===== src/design/bt_pkg.sv =====
// Shared types, constants and tables for the beacon triangle pose block.
// No dependencies.
package bt_pkg;

   localparam int FRACTION_BITS = 16;
   localparam int ANGLE_STEPS   = 20;
   localparam int VEC_SHIFT     = 20;

   localparam logic [8:0]  CENTER_X_RESET = 9'd159;
   localparam logic [7:0]  CENTER_Y_RESET = 8'd99;
   localparam logic [21:0] REAL_EQUAL_RESET = 22'((64'd5 << FRACTION_BITS) >> 1);
   localparam logic [21:0] REAL_BASE_RESET  = 22'(64'd3 << FRACTION_BITS);

   localparam logic [1:0] CSR_CENTER_X   = 2'd0;
   localparam logic [1:0] CSR_CENTER_Y   = 2'd1;
   localparam logic [1:0] CSR_REAL_EQUAL = 2'd2;
   localparam logic [1:0] CSR_REAL_BASE  = 2'd3;

   localparam logic [1:0] APEX_BEACON0 = 2'd0;
   localparam logic [1:0] APEX_BEACON2 = 2'd1;
   localparam logic [1:0] APEX_BEACON1 = 2'd2;
   localparam logic [1:0] APEX_NONE    = 2'd3;

   localparam logic signed [34:0] OFF_MAX = 35'sd33554431;
   localparam logic signed [34:0] OFF_MIN = -35'sd33554432;
   localparam logic signed [15:0] ANGLE_LIMIT = 16'sd18000;

   typedef struct packed {
      logic [1:0]         status;
      logic [18:0]        side_a;
      logic [18:0]        side_b;
      logic [18:0]        side_base;
      logic signed [9:0]  rel_x;
      logic signed [8:0]  rel_y;
      logic signed [9:0]  head_x;
      logic signed [9:0]  head_y;
   } bt_item_type;

   // arctangent of 2^-i in 1/256 centidegree
   function automatic logic signed [24:0] atan_lookup(input logic [4:0] idx);
      logic signed [24:0] v;
      case (idx)
         5'd0:  v = 25'sd1152000;
         5'd1:  v = 25'sd680065;
         5'd2:  v = 25'sd359328;
         5'd3:  v = 25'sd182400;
         5'd4:  v = 25'sd91554;
         5'd5:  v = 25'sd45822;
         5'd6:  v = 25'sd22916;
         5'd7:  v = 25'sd11459;
         5'd8:  v = 25'sd5730;
         5'd9:  v = 25'sd2865;
         5'd10: v = 25'sd1432;
         5'd11: v = 25'sd716;
         5'd12: v = 25'sd358;
         5'd13: v = 25'sd179;
         5'd14: v = 25'sd90;
         5'd15: v = 25'sd45;
         5'd16: v = 25'sd22;
         5'd17: v = 25'sd11;
         5'd18: v = 25'sd6;
         5'd19: v = 25'sd3;
         default: v = 25'sd0;
      endcase
      return v;
   endfunction

endpackage


===== src/design/bt_front.sv =====
// Front end: squared sides, centroid, centre offset and apex selection.
// Depends on bt_pkg.
module bt_front (
   input  logic [50:0]         frame,
   input  logic [8:0]          center_x,
   input  logic [7:0]          center_y,
   output bt_pkg::bt_item_type item
);
   import bt_pkg::*;

   logic [8:0]  b0x, b1x, b2x;
   logic [7:0]  b0y, b1y, b2y;
   logic [18:0] s01, s02, s12;
   logic [10:0] sum_x;
   logic [9:0]  sum_y;
   logic [19:0] prod_x, prod_y;
   logic [8:0]  cx;
   logic [7:0]  cy;
   logic [8:0]  apex_x;
   logic [7:0]  apex_y;

   function automatic logic [18:0] sq_dist(input logic [8:0] ax, input logic [8:0] ay,
                                           input logic [8:0] bx, input logic [8:0] by);
      logic signed [9:0]  dx, dy;
      logic signed [19:0] px, py;
      dx = $signed({1'b0, ax}) - $signed({1'b0, bx});
      dy = $signed({1'b0, ay}) - $signed({1'b0, by});
      px = dx * dx;
      py = dy * dy;
      return 19'(px + py);
   endfunction

   assign b0x = frame[8:0];
   assign b0y = frame[16:9];
   assign b1x = frame[25:17];
   assign b1y = frame[33:26];
   assign b2x = frame[42:34];
   assign b2y = frame[50:43];

   assign s01 = sq_dist(b0x, {1'b0, b0y}, b1x, {1'b0, b1y});
   assign s02 = sq_dist(b0x, {1'b0, b0y}, b2x, {1'b0, b2y});
   assign s12 = sq_dist(b1x, {1'b0, b1y}, b2x, {1'b0, b2y});

   // divide by 3 as multiply by 683 / 2048, exact over the sum range
   assign sum_x  = 11'(b0x) + 11'(b1x) + 11'(b2x);
   assign sum_y  = 10'(b0y) + 10'(b1y) + 10'(b2y);
   assign prod_x = 20'(sum_x * 10'd683);
   assign prod_y = 20'(sum_y * 10'd683);
   assign cx     = prod_x[19:11];
   assign cy     = prod_y[18:11];

   always_comb begin
      item.side_a    = s01;
      item.side_b    = s02;
      item.side_base = s12;
      apex_x         = b0x;
      apex_y         = b0y;
      if (s01 == s02) begin
         item.status = APEX_BEACON0;
      end else if (s02 == s12) begin
         item.status    = APEX_BEACON2;
         item.side_a    = s12;
         item.side_base = s01;
         apex_x         = b2x;
         apex_y         = b2y;
      end else if (s01 == s12) begin
         item.status    = APEX_BEACON1;
         item.side_b    = s12;
         item.side_base = s02;
         apex_x         = b1x;
         apex_y         = b1y;
      end else begin
         item.status = APEX_NONE;
      end
      item.rel_x  = $signed({1'b0, cx}) - $signed({1'b0, center_x});
      item.rel_y  = $signed({1'b0, cy}) - $signed({1'b0, center_y});
      item.head_x = $signed({1'b0, apex_x}) - $signed({1'b0, cx});
      item.head_y = $signed({2'b0, apex_y}) - $signed({2'b0, cy});
   end

endmodule


===== src/design/bt_fifo.sv =====
// Two-entry queue between front end and back end.
// Depends on bt_pkg.
module bt_fifo (
   input  logic                clock,
   input  logic                reset,
   input  logic                push,
   input  bt_pkg::bt_item_type push_item,
   input  logic                pop,
   output bt_pkg::bt_item_type pop_item,
   output logic                full,
   output logic                empty
);
   import bt_pkg::*;

   bt_item_type entry_ff [2];
   logic        wr_ptr_ff, rd_ptr_ff;
   logic [1:0]  count_ff;

   always_ff @(posedge clock) begin
      if (push) begin
         entry_ff[wr_ptr_ff] <= push_item;
      end
      if (reset) begin
         wr_ptr_ff <= 1'b0;
         rd_ptr_ff <= 1'b0;
         count_ff  <= 2'd0;
      end else begin
         if (push) wr_ptr_ff <= ~wr_ptr_ff;
         if (pop)  rd_ptr_ff <= ~rd_ptr_ff;
         count_ff <= count_ff + 2'(push) - 2'(pop);
      end
   end

   assign pop_item = entry_ff[rd_ptr_ff];
   assign full     = count_ff == 2'd2;
   assign empty    = count_ff == 2'd0;

endmodule


===== src/design/bt_back.sv =====
// Back end: square roots, ratio divisions, CORDIC heading, offset scaling, result register.
// Depends on bt_pkg.
module bt_back (
   input  logic                clock,
   input  logic                reset,
   input  logic                item_ready,
   input  bt_pkg::bt_item_type item,
   output logic                item_pop,
   input  logic [21:0]         real_equal_side,
   input  logic [21:0]         real_base_side,
   output logic                rsp_valid,
   input  logic                rsp_ready,
   output logic [70:0]         rsp_data
);
   import bt_pkg::*;

   typedef enum logic [2:0] {
      S_IDLE, S_SQRT, S_DIV, S_CPREP, S_CORDIC, S_MUL_X, S_MUL_Y, S_OUT
   } state_type;

   state_type          state_ff, state_in;
   bt_item_type        item_ff, item_in;
   logic [1:0]         sel_ff, sel_in;
   logic [4:0]         step_ff, step_in;
   logic [19:0]        sq_val_ff, sq_val_in, sq_root_ff, sq_root_in, sq_bit_ff, sq_bit_in;
   logic [9:0]         root_ff [3];
   logic [9:0]         root_in [3];
   logic [23:0]        quo_ff, quo_in, sum_ff, sum_in;
   logic [9:0]         rem_ff, rem_in;
   logic signed [33:0] cx_ff, cx_in, cy_ff, cy_in;
   logic signed [24:0] cz_ff, cz_in;
   logic               zero_side_ff, zero_side_in, zero_head_ff, zero_head_in;
   logic signed [9:0]  held_hx_ff, held_hx_in, held_hy_ff, held_hy_in;
   logic [23:0]        held_ratio_ff, held_ratio_in;
   logic signed [25:0] off_x_ff, off_x_in, off_y_ff, off_y_in;
   logic signed [15:0] heading_ff, heading_in;
   logic               rsp_valid_ff, rsp_valid_in;
   logic [70:0]        rsp_data_ff, rsp_data_in;

   logic [19:0]        sq_trial;
   logic [10:0]        div_trial;
   logic [9:0]         divisor;
   logic signed [33:0] xs, ys, xa, ya;
   logic signed [24:0] z_trunc;
   logic signed [34:0] product;
   logic signed [9:0]  rel_sel;
   logic signed [25:0] sat_val;

   always_comb begin
      case (sel_ff)
         2'd0:    divisor = root_ff[0];
         2'd1:    divisor = root_ff[1];
         2'd2:    divisor = root_ff[2];
         default: divisor = 10'd3;
      endcase
   end

   assign sq_trial  = sq_root_ff + sq_bit_ff;
   assign div_trial = {rem_ff, quo_ff[23]};
   assign xs        = cx_ff >>> step_ff;
   assign ys        = cy_ff >>> step_ff;
   assign xa        = -(34'(held_hx_ff) <<< VEC_SHIFT);
   assign ya        = 34'(held_hy_ff) <<< VEC_SHIFT;
   assign z_trunc   = (cz_ff < 0) ? ((cz_ff + 25'sd255) >>> 8) : (cz_ff >>> 8);
   assign rel_sel   = (state_ff == S_MUL_X) ? item_ff.rel_x : 10'(item_ff.rel_y);
   assign product   = rel_sel * $signed({1'b0, held_ratio_ff});
   assign sat_val   = (product > OFF_MAX) ? OFF_MAX[25:0] :
                      (product < OFF_MIN) ? OFF_MIN[25:0] : product[25:0];

   always_comb begin
      state_in      = state_ff;
      item_in       = item_ff;
      sel_in        = sel_ff;
      step_in       = step_ff;
      sq_val_in     = sq_val_ff;
      sq_root_in    = sq_root_ff;
      sq_bit_in     = sq_bit_ff;
      root_in       = root_ff;
      quo_in        = quo_ff;
      rem_in        = rem_ff;
      sum_in        = sum_ff;
      cx_in         = cx_ff;
      cy_in         = cy_ff;
      cz_in         = cz_ff;
      zero_side_in  = zero_side_ff;
      zero_head_in  = zero_head_ff;
      held_hx_in    = held_hx_ff;
      held_hy_in    = held_hy_ff;
      held_ratio_in = held_ratio_ff;
      off_x_in      = off_x_ff;
      off_y_in      = off_y_ff;
      heading_in    = heading_ff;
      rsp_valid_in  = rsp_valid_ff && !rsp_ready;
      rsp_data_in   = rsp_data_ff;
      item_pop      = 1'b0;

      unique case (state_ff)
         S_IDLE: begin
            if (item_ready) begin
               item_pop     = 1'b1;
               item_in      = item;
               sel_in       = 2'd0;
               sq_val_in    = 20'(item.side_a);
               sq_root_in   = '0;
               sq_bit_in    = 20'd1 << 18;
               zero_side_in = 1'b0;
               state_in     = S_SQRT;
            end
         end
         S_SQRT: begin
            if (sq_val_ff >= sq_trial) begin
               sq_val_in  = sq_val_ff - sq_trial;
               sq_root_in = (sq_root_ff >> 1) + sq_bit_ff;
            end else begin
               sq_root_in = sq_root_ff >> 1;
            end
            sq_bit_in = sq_bit_ff >> 2;
            if (sq_bit_ff == 20'd1) begin
               root_in[sel_ff] = sq_root_in[9:0];
               sq_root_in      = '0;
               sq_bit_in       = 20'd1 << 18;
               sq_val_in       = (sel_ff == 2'd0) ? 20'(item_ff.side_b) : 20'(item_ff.side_base);
               sel_in          = sel_ff + 2'd1;
               if (sel_ff == 2'd2) begin
                  sel_in = 2'd0;
                  if (item_ff.status == APEX_NONE) begin
                     state_in = S_CPREP;
                  end else if (root_ff[0] == '0 || root_ff[1] == '0 || root_in[2] == '0) begin
                     zero_side_in = 1'b1;
                     state_in     = S_CPREP;
                  end else begin
                     quo_in   = 24'(real_equal_side);
                     rem_in   = '0;
                     step_in  = '0;
                     sum_in   = '0;
                     state_in = S_DIV;
                  end
               end
            end
         end
         S_DIV: begin
            if (div_trial >= 11'(divisor)) begin
               rem_in = 10'(div_trial - 11'(divisor));
               quo_in = {quo_ff[22:0], 1'b1};
            end else begin
               rem_in = div_trial[9:0];
               quo_in = {quo_ff[22:0], 1'b0};
            end
            step_in = step_ff + 5'd1;
            if (step_ff == 5'd23) begin
               step_in = '0;
               rem_in  = '0;
               sel_in  = sel_ff + 2'd1;
               if (sel_ff == 2'd3) begin
                  held_ratio_in = quo_in;
                  held_hx_in    = item_ff.head_x;
                  held_hy_in    = item_ff.head_y;
                  state_in      = S_CPREP;
               end else begin
                  sum_in = sum_ff + quo_in;
                  case (sel_ff)
                     2'd0:    quo_in = 24'(real_equal_side);
                     2'd1:    quo_in = 24'(real_base_side);
                     default: quo_in = sum_in;
                  endcase
               end
            end
         end
         S_CPREP: begin
            zero_head_in = held_hx_ff == '0 && held_hy_ff == '0;
            step_in      = '0;
            cx_in        = ya;
            cy_in        = xa;
            cz_in        = '0;
            if (ya < 0) begin
               if (xa >= 0) begin
                  cx_in = xa;
                  cy_in = -ya;
                  cz_in = 25'sd2 * atan_lookup(5'd0);
               end else begin
                  cx_in = -xa;
                  cy_in = ya;
                  cz_in = -(25'sd2 * atan_lookup(5'd0));
               end
            end
            state_in = S_CORDIC;
         end
         S_CORDIC: begin
            if (cy_ff > 0) begin
               cx_in = cx_ff + ys;
               cy_in = cy_ff - xs;
               cz_in = cz_ff + atan_lookup(step_ff);
            end else begin
               cx_in = cx_ff - ys;
               cy_in = cy_ff + xs;
               cz_in = cz_ff - atan_lookup(step_ff);
            end
            step_in = step_ff + 5'd1;
            if (step_ff == 5'(ANGLE_STEPS - 1)) begin
               step_in  = '0;
               state_in = S_MUL_X;
            end
         end
         S_MUL_X: begin
            off_x_in = sat_val;
            if (zero_head_ff) begin
               heading_in = '0;
            end else if (z_trunc > 25'(ANGLE_LIMIT)) begin
               heading_in = ANGLE_LIMIT;
            end else if (z_trunc < -25'(ANGLE_LIMIT)) begin
               heading_in = -ANGLE_LIMIT;
            end else begin
               heading_in = z_trunc[15:0];
            end
            state_in = S_MUL_Y;
         end
         S_MUL_Y: begin
            off_y_in = sat_val;
            state_in = S_OUT;
         end
         S_OUT: begin
            if (!rsp_valid_ff || rsp_ready) begin
               rsp_valid_in = 1'b1;
               rsp_data_in  = {zero_side_ff | zero_head_ff, item_ff.status, heading_ff,
                               off_y_ff, off_x_ff};
               state_in     = S_IDLE;
            end
         end
         default: state_in = S_IDLE;
      endcase
   end

   always_ff @(posedge clock) begin
      item_ff      <= item_in;
      sel_ff       <= sel_in;
      step_ff      <= step_in;
      sq_val_ff    <= sq_val_in;
      sq_root_ff   <= sq_root_in;
      sq_bit_ff    <= sq_bit_in;
      root_ff      <= root_in;
      quo_ff       <= quo_in;
      rem_ff       <= rem_in;
      sum_ff       <= sum_in;
      cx_ff        <= cx_in;
      cy_ff        <= cy_in;
      cz_ff        <= cz_in;
      zero_side_ff <= zero_side_in;
      zero_head_ff <= zero_head_in;
      off_x_ff     <= off_x_in;
      off_y_ff     <= off_y_in;
      heading_ff   <= heading_in;
      rsp_data_ff  <= rsp_data_in;
      if (reset) begin
         state_ff      <= S_IDLE;
         rsp_valid_ff  <= 1'b0;
         held_hx_ff    <= '0;
         held_hy_ff    <= '0;
         held_ratio_ff <= '0;
      end else begin
         state_ff      <= state_in;
         rsp_valid_ff  <= rsp_valid_in;
         held_hx_ff    <= held_hx_in;
         held_hy_ff    <= held_hy_in;
         held_ratio_ff <= held_ratio_in;
      end
   end

   assign rsp_valid = rsp_valid_ff;
   assign rsp_data  = rsp_data_ff;

   a_heading_range: assert property (@(posedge clock) disable iff (reset)
      rsp_valid_ff |-> ($signed(rsp_data_ff[67:52]) <= ANGLE_LIMIT &&
                        $signed(rsp_data_ff[67:52]) >= -ANGLE_LIMIT))
      else $error("heading out of range");

   a_cordic_step: assert property (@(posedge clock) disable iff (reset)
      state_ff == S_CORDIC |-> step_ff < 5'(ANGLE_STEPS))
      else $error("cordic step overrun");

   a_pop_idle: assert property (@(posedge clock) disable iff (reset)
      item_pop |=> state_ff == S_SQRT && sel_ff == 2'd0)
      else $error("pop did not start root pass");

   a_no_update_none: assert property (@(posedge clock) disable iff (reset)
      (state_ff == S_DIV) |-> item_ff.status != APEX_NONE && !zero_side_ff)
      else $error("ratio division on a frame without apex");

endmodule


===== src/design/beacon_triangle_pose.sv =====
// Top level of the beacon triangle pose block: configuration registers and stream ports.
// Depends on bt_pkg, bt_front, bt_fifo, bt_back.
//
// Each frame transfer yields one result transfer. A frame is classified in the cycle it is
// taken and waits in a two-entry queue; the back end then works on one frame at a time:
// it takes the frame, computes three bit-serial square roots, then four bit-serial divisions
// when a ratio is updated, a CORDIC setup step, the CORDIC heading iterations, the two
// offset multiplies and the load of the result register, plus any receiver stall.
// Up to two frames are taken ahead.
module beacon_triangle_pose (
   input  logic        clock,
   input  logic        reset,
   input  logic        req_tvalid,
   output logic        req_tready,
   // beacon0_x, beacon0_y, beacon1_x, beacon1_y, beacon2_x, beacon2_y, zero pad
   input  logic [55:0] req_tdata,
   output logic        rsp_tvalid,
   input  logic        rsp_tready,
   // offset_x_m, offset_y_m, heading_centideg, apex_status, degenerate, zero pad
   output logic [71:0] rsp_tdata,
   input  logic        csr_we,
   input  logic [1:0]  csr_index,
   input  logic [21:0] csr_wdata
);
   import bt_pkg::*;

   logic [8:0]  center_x_ff;
   logic [7:0]  center_y_ff;
   logic [21:0] real_equal_ff, real_base_ff;
   bt_item_type front_item, queue_item;
   logic        q_full, q_empty, q_pop;
   logic [70:0] rsp_data;

   always_ff @(posedge clock) begin
      if (reset) begin
         center_x_ff   <= CENTER_X_RESET;
         center_y_ff   <= CENTER_Y_RESET;
         real_equal_ff <= REAL_EQUAL_RESET;
         real_base_ff  <= REAL_BASE_RESET;
      end else if (csr_we) begin
         unique case (csr_index)
            CSR_CENTER_X:   center_x_ff   <= csr_wdata[8:0];
            CSR_CENTER_Y:   center_y_ff   <= csr_wdata[7:0];
            CSR_REAL_EQUAL: real_equal_ff <= csr_wdata;
            CSR_REAL_BASE:  real_base_ff  <= csr_wdata;
            default:        ;
         endcase
      end
   end

   bt_front u_front (
      .frame    (req_tdata[50:0]),
      .center_x (center_x_ff),
      .center_y (center_y_ff),
      .item     (front_item)
   );

   bt_fifo u_fifo (
      .clock     (clock),
      .reset     (reset),
      .push      (req_tvalid && req_tready),
      .push_item (front_item),
      .pop       (q_pop),
      .pop_item  (queue_item),
      .full      (q_full),
      .empty     (q_empty)
   );

   bt_back u_back (
      .clock           (clock),
      .reset           (reset),
      .item_ready      (!q_empty),
      .item            (queue_item),
      .item_pop        (q_pop),
      .real_equal_side (real_equal_ff),
      .real_base_side  (real_base_ff),
      .rsp_valid       (rsp_tvalid),
      .rsp_ready       (rsp_tready),
      .rsp_data        (rsp_data)
   );

   assign req_tready = !q_full;
   assign rsp_tdata  = {1'b0, rsp_data};

endmodule


===== config.mk =====
export PLATFORM = sky130hd
export DESIGN_NAME = beacon_triangle_pose
export DESIGN_NICKNAME = d
export VERILOG_FILES = /design/src/design/bt_pkg.sv /design/src/design/bt_front.sv /design/src/design/bt_fifo.sv /design/src/design/bt_back.sv /design/src/design/beacon_triangle_pose.sv
export SDC_FILE = /design/constraint.sdc
export NUM_CORES = 2
export LEC_CHECK = 0
export ABC_CLOCK_PERIOD_IN_PS = 12900
export BUFFER_PORTS_ARGS = -buffer_cell sky130_fd_sc_hd__buf_2
export CAP_MARGIN = 20
export CELL_PAD_IN_SITES_DETAIL_PLACEMENT = 2
export CELL_PAD_IN_SITES_GLOBAL_PLACEMENT = 2
export CORE_ASPECT_RATIO = 1.4
export CORE_MARGIN = 5
export CORE_UTILIZATION = 39
export DETAILED_ROUTE_END_ITERATION = 16
export GPL_TIMING_DRIVEN = 0
export HOLD_SLACK_MARGIN = 0.15
export MAX_ROUTING_LAYER = met4
export PLACE_DENSITY_LB_ADDON = 0.12
export RECOVER_POWER = 50
export SETUP_SLACK_MARGIN = 0.05
export SYNTH_ARGS = -nofsm -noshare
export SYNTH_HDL_FRONTEND = slang
export SYNTH_SLANG_ARGS = --single-unit

===== constraint.sdc =====
create_clock -name clock -period 12.9 [get_ports clock]
set_clock_uncertainty 0.2 [all_clocks]
set_input_delay 0 -clock clock [delete_from_list [all_inputs] [get_ports clock]]
set_output_delay 0 -clock clock [all_outputs]
set_load 0.005 [all_outputs]

**After elaboration in Yosys (flattened, before gate mapping)**

Memory sizes are Yosys's and may differ from the RTL's. A register that Yosys moved wholly into a read port is not among the register bits.
Cells that the tools add are included.
W data, S select, Z words.

- $add $sub $neg: 36
- Multipliers: 9
- Order comparisons: 12
- Equality and inequality tests: 33
- Shift operators: 2
- Multiplexer cells: 115
- Bitwise operators: 5
- Reduce and logical (&&, ||, !) cells: 42

Operators by type and width:

| kind | number |
|---|---|
| $mux W24 | 13 |
| $mux W34 | 6 |
| $mux W25 | 8 |
| $mux W20 | 8 |
| $pmux W24 S2 | 3 |
| $pmux W34 S2 | 2 |
| $pmux W20 S2 | 3 |
| $mux W19 | 5 |
| $mux W10 | 8 |
| $add A34 B34 Y34 | 2 |
| $neg A30 Y34 | 2 |
| $sshr A34 B5 Y34 | 2 |
| $sub A34 B34 Y34 | 2 |
| $add A19 B19 Y19 | 3 |
| $eq A19 B19 Y1 | 3 |
| $mul A10 B10 Y19 | 3 |
| $mux W57 | 1 |
| $mul A9 B9 Y18 | 3 |
| $mux W26 | 2 |
| $logic_not A10 Y1 | 5 |
| $pmux W25 S2 | 1 |
| $sub A9 B9 Y10 | 5 |
| $sub A8 B8 Y9 | 5 |
| $mux W5 | 8 |
| 77 further kinds | 151 |

- Register bits: 581
- RAM bits: 196
- ROM bits: 1344
- Output and inout port bits: 74
- Memories kept: 3

Memory list:

| memory | depth | bits a word | rd ports | clocked after memory_dff | write ports | RTL line | source |
|---|---|---|---|---|---|---|---|
| (name not given) | 32 | 21 | 1 | 1 | 0 | bt_pkg.sv:42 | `case (idx)` |
| (name not given) | 32 | 21 | 1 | 1 | 0 | bt_pkg.sv:42 |  |
| u_fifo.entry_ff | 2 | 98 | 1 | 1 | 1 | bt_fifo.sv:15 | `bt_item_type entry_ff [2];` |

**Longest topological paths before layout**

- Word-level depth: 14
- Depth in mapped cells: 63

**Cells and area by module**

A second synthesis with hierarchy kept.

- Cell total of the unflattened synthesis: 7891
- Area total of the unflattened synthesis: 79586.3 µm²

Modules (own cells, without submodules):

| module | instances | cells each | area each (µm²) | sequential area each (µm²) |
|---|---|---|---|---|
| bt_back | 1 | 4336 | 42549.6 | 15134.5 |
| bt_front | 1 | 2985 | 27152.3 | 0.0 |
| bt_fifo | 1 | 326 | 7360.8 | 5985.7 |
| beacon_triangle_pose | 1 | 244 | 2523.7 | 1221.2 |

**Worst setup path after synthesis**

OpenSTA, ideal clock, no wires.

- Path kind: input -> register
- From: input port req_tdata[45]
- To: memory u_fifo.entry_ff[0][19] (netlist name), data pin
- Setup time: 157 ps
- Arrival time: 12309 ps
- Data required time: 12543 ps
- Path slack: 234 ps
- Stages on the path: 58
- Path buffers: 3
- Cell sequence: inv_1 ha_1 nor2b_1 o21ai_0 nand2b_1 a21o_1 a21o_1 a21o_1 a21oi_1 nand2_1 fa_1 fa_1 inv_1 fa_1 inv_1 fa_1 fa_1 inv_1 (+22 left out) a311oi_2 xnor2_1 or4_4 nor4_4 nand2b_1 buf_2 buf_4 o221a_1 ha_1 nor2b_1 o21ai_0 nand2b_1 a21o_1 a21o_1 a21o_1 a21o_1 a21o_1 a21oi_1

RTL lines:

| what | RTL line | source |
|---|---|---|
| start: declaration | beacon_triangle_pose.sv:16 | `input logic [55:0] req_tdata,` |
| end: declaration | bt_fifo.sv:15 |  |

==> out/metrics.cfg <==
[floorplan]
die_x_um = 394
core_area_mm2 = 0.206
io_pins = 159
dieHeight_um = 547
rows = 197
start_util_pct = 39.1
dieArea_mm2 = 0.216

[status]
violations = capacitance limit, slew limit, setup timing
outcome = finished with violations

[finish]
fin_util_pct = 44.3
fillers = 21900
fin_cells = 11300
layout.nets = 10100
synthToLayoutAreaGrowth_pct = 13.3
final_layout_size_suffix_gt1_share_pct = 10.9

[grt]
gr-usage-met3_pct = 2.29
grt_start_max_net_pins = 60
overflow = 0
top_usage_layer = met2
use_met2_pct = 55.0
grt_pass1_vias = 72700
grt_first_pass_wirelength_mm = 457
grt.total_usage_pct = 28.5
antenna_found_initial = 24
use_met1_pct = 29.1

[timing]
period_minus_slack_ns = 12.95
slew_violations = 426
max_freq_mhz = 77.2
tightestPinTransition_ns = 3.69
finalCritPeriodShare_pct = 100
setup_viol = 5
rsz0062_at_grt = yes
finalHoldViolations = 0
worst_slack_ns = -0.0478
relSlewSlack_pct = -146

[synthesis]
synthArstFlopShare_pct = 0
synthCells = 8100
synth_top_area_share_pct = 24.3
yosysWarnings = 0
post-synth-top-count-cell = inv_1
ys_types = 115
synth_edf_count = 651
syn_nets = 9668
yosysSeqAreaShare_pct = 27.6
yosys.area.top_type = edfxtp_1
ys_top_cells_by_area = edfxtp_1 24%, fa_1 17%, ha_1 12%
synthFlopType = edfxtp_1
ys_ff_latch = 785
syn_area_per_cell_um2 = 9.93
syn_area_mm2 = 0.0804
synthTopCellsByCount = 1,105 x inv_1, 780 x ha_1, 748 x nand2_1

[critical_path]
crit_fanout = 10
cp.arrival_ns = 13.20
endpoint_kind = flip-flop
r2r_cells = 29
cp_slowest_stage_delay_ns = 0.89
required_ns = 13.15
critPathKind = in2reg
crit_path_start_kind = input port
slowest_stage = a222oi_1

[routing]
drtIter0Drc = 2881
vias = 63500
routed_wl_mm = 307
ant_nets = 0
routedWlPerCell_um = 27.1
remaining_drc_errors = 0
dr.pass1.iters = 6
via_per_inst = 5.60

[cts]
cts_tree = yes
cts_inserted_buffers = 82
clkTransAtPathRegs_ns = 0.08
cts.sinks = 785
worstSkewPairLatency_ns = 0.71
cts_buffer_depth = 3
cts_root_buffer = clkbuf_16
htree_levels = 3

[hold_path]
whs_path_depth = 5
holdCritPathClass = in2reg

[place]
io_buffer_count = 151
place.gp.congestion = 0.944
dp_hpwl_mm = 249
placedCellCount = 11000
pre_cts_slack_ns = -2.81

[run]
drv_cap = 11

[through the flow]
stage          cell area, um2  hold WS (ns)  setup TNS (ns)
6_report                91200         0.167          -0.129
3_3_place_gp            84500        0.0516         -200.07
5_1_grt                 91100         0.180           -3.70
2_1_floorplan           80400       -0.0822               0
3_5_place_dp            85200        0.0620         -133.63
4_1_cts                 90200         0.160               0
[registers in the layout, indices dropped and copies added, names as in the netlist, 8 cells and up, named ones only]
register,flops
u_back.root_ff,30
u_back.quo_ff,24
u_back.rem_ff,10
u_back.sum_ff,24
u_back.sq_val_ff,20
u_back.cy_ff,34
u_back.held_hy_ff,9
center_y_ff,8
u_back.off_y_ff,26
real_base_ff,22
u_back.heading_ff,16
u_back.held_hx_ff,10
real_equal_ff,22
u_back.cz_ff,25
u_back.cx_ff,34
center_x_ff,9
u_back.rsp_data,71
u_back.off_x_ff,26
u_back.item_ff,78
u_fifo.entry_ff,194
u_back.sq_bit_ff,10
u_back.held_ratio_ff,24
u_back.sq_root_ff,20
[what timing repair did]
action                                  in CTS  in global routing
endpoints found under the hold margin      251                  0
hold buffers                                83                  0
endpoints found under the setup margin      70                 32
pin swaps                                   98                143
buffers inserted                            60                 56
resized for setup                          173                168
[worst paths after layout]
kind	slack, ns	end	startpoint
max	-0.05	u_fifo.entry_ff[1][18]	req_tdata[10]
min reg2reg	0.22	u_back.rsp_data[6]	u_back.off_x_ff[6]
max reg2reg	1.36	u_back.off_y_ff[20]	u_back.state_ff[1]
min	0.17	u_fifo.wr_ptr_ff	req_tvalid
[worst max-delay path, delay by kind of cell]
kind                     cells  cell delay (ns)
AO/OA/AOI/OAI               13             3.11
AND/OR/NAND/NOR             13             2.19
buffers and inverters       10             0.86
adder cells (fa/ha/maj)     13             5.84
XOR/XNOR                     5             1.12
[area by class of cell]
type                    instances  area, um2  share of cell area (%)
diodes                         16       40.0                  0.0439
multi-input cells            5912      54400                    59.7
clock buffers                 107       2270                    2.49
clock inverters                45        512                   0.561
repair buffers                385       2900                    3.18
well taps                    2686       3360                    3.69
plain buffers                 285       1240                    1.36
flip-flops and latches        785      22200                    24.4
inverters                    1116       4220                    4.63
[cell usage in the layout, fill, tap and decap left out, types with 38 or more instances in the layout]
| cell | n |
|---|---|
| o211ai_1 | 45 |
| fa_1 | 690 |
| or2_2 | 60 |
| inv_1 | 1077 |
| edfxtp_1 | 651 |
| o21bai_1 | 61 |
| nor2b_1 | 138 |
| mux2i_1 | 129 |
| buf_2 | 104 |
| and3_1 | 38 |
| and2_1 | 65 |
| ha_1 | 755 |
| xnor2_1 | 316 |
| dlygate4sd3_1 | 83 |
| nor2_1 | 514 |
| a31oi_1 | 49 |
| a21oi_1 | 390 |
| nand3_1 | 77 |
| mux2_2 | 93 |
| clkbuf_16 | 85 |
| o21a_1 | 60 |
| clkbuf_1 | 305 |
| a21o_1 | 121 |
| dfxtp_1 | 134 |
| mux4_2 | 89 |
| buf_4 | 117 |
| xor2_1 | 223 |
| nand2_1 | 736 |
| nor3_1 | 104 |
| a211oi_1 | 53 |
| or3_1 | 44 |
| nand2b_1 | 88 |
| o21ai_0 | 281 |
[layer usage]
layer / wire length, um / part of all wire [%]
met1: 112000 / 36
met2: 169000 / 55
met3: 8010 / 2.6
met4: 17700 / 5.8
met5: 0 / 0
[cell families (layout without fill, tap and decap cells)]
kind of cell,Yosys count,count (layout),synth area share (%)
buf+inv,1403,1938,6.69
flops,785,785,27.6
xor+xnor,600,600,6.59
fa+ha+maj,1483,1483,29.6
compound gates,1441,1441,11.6
simple gates,2039,2039,11.8
mux,348,348,5.97
other cells,1,17,0.00466
Power is not shown: default switching activity piles up to over one toggle a cycle in this logic, so the estimate is an artifact.
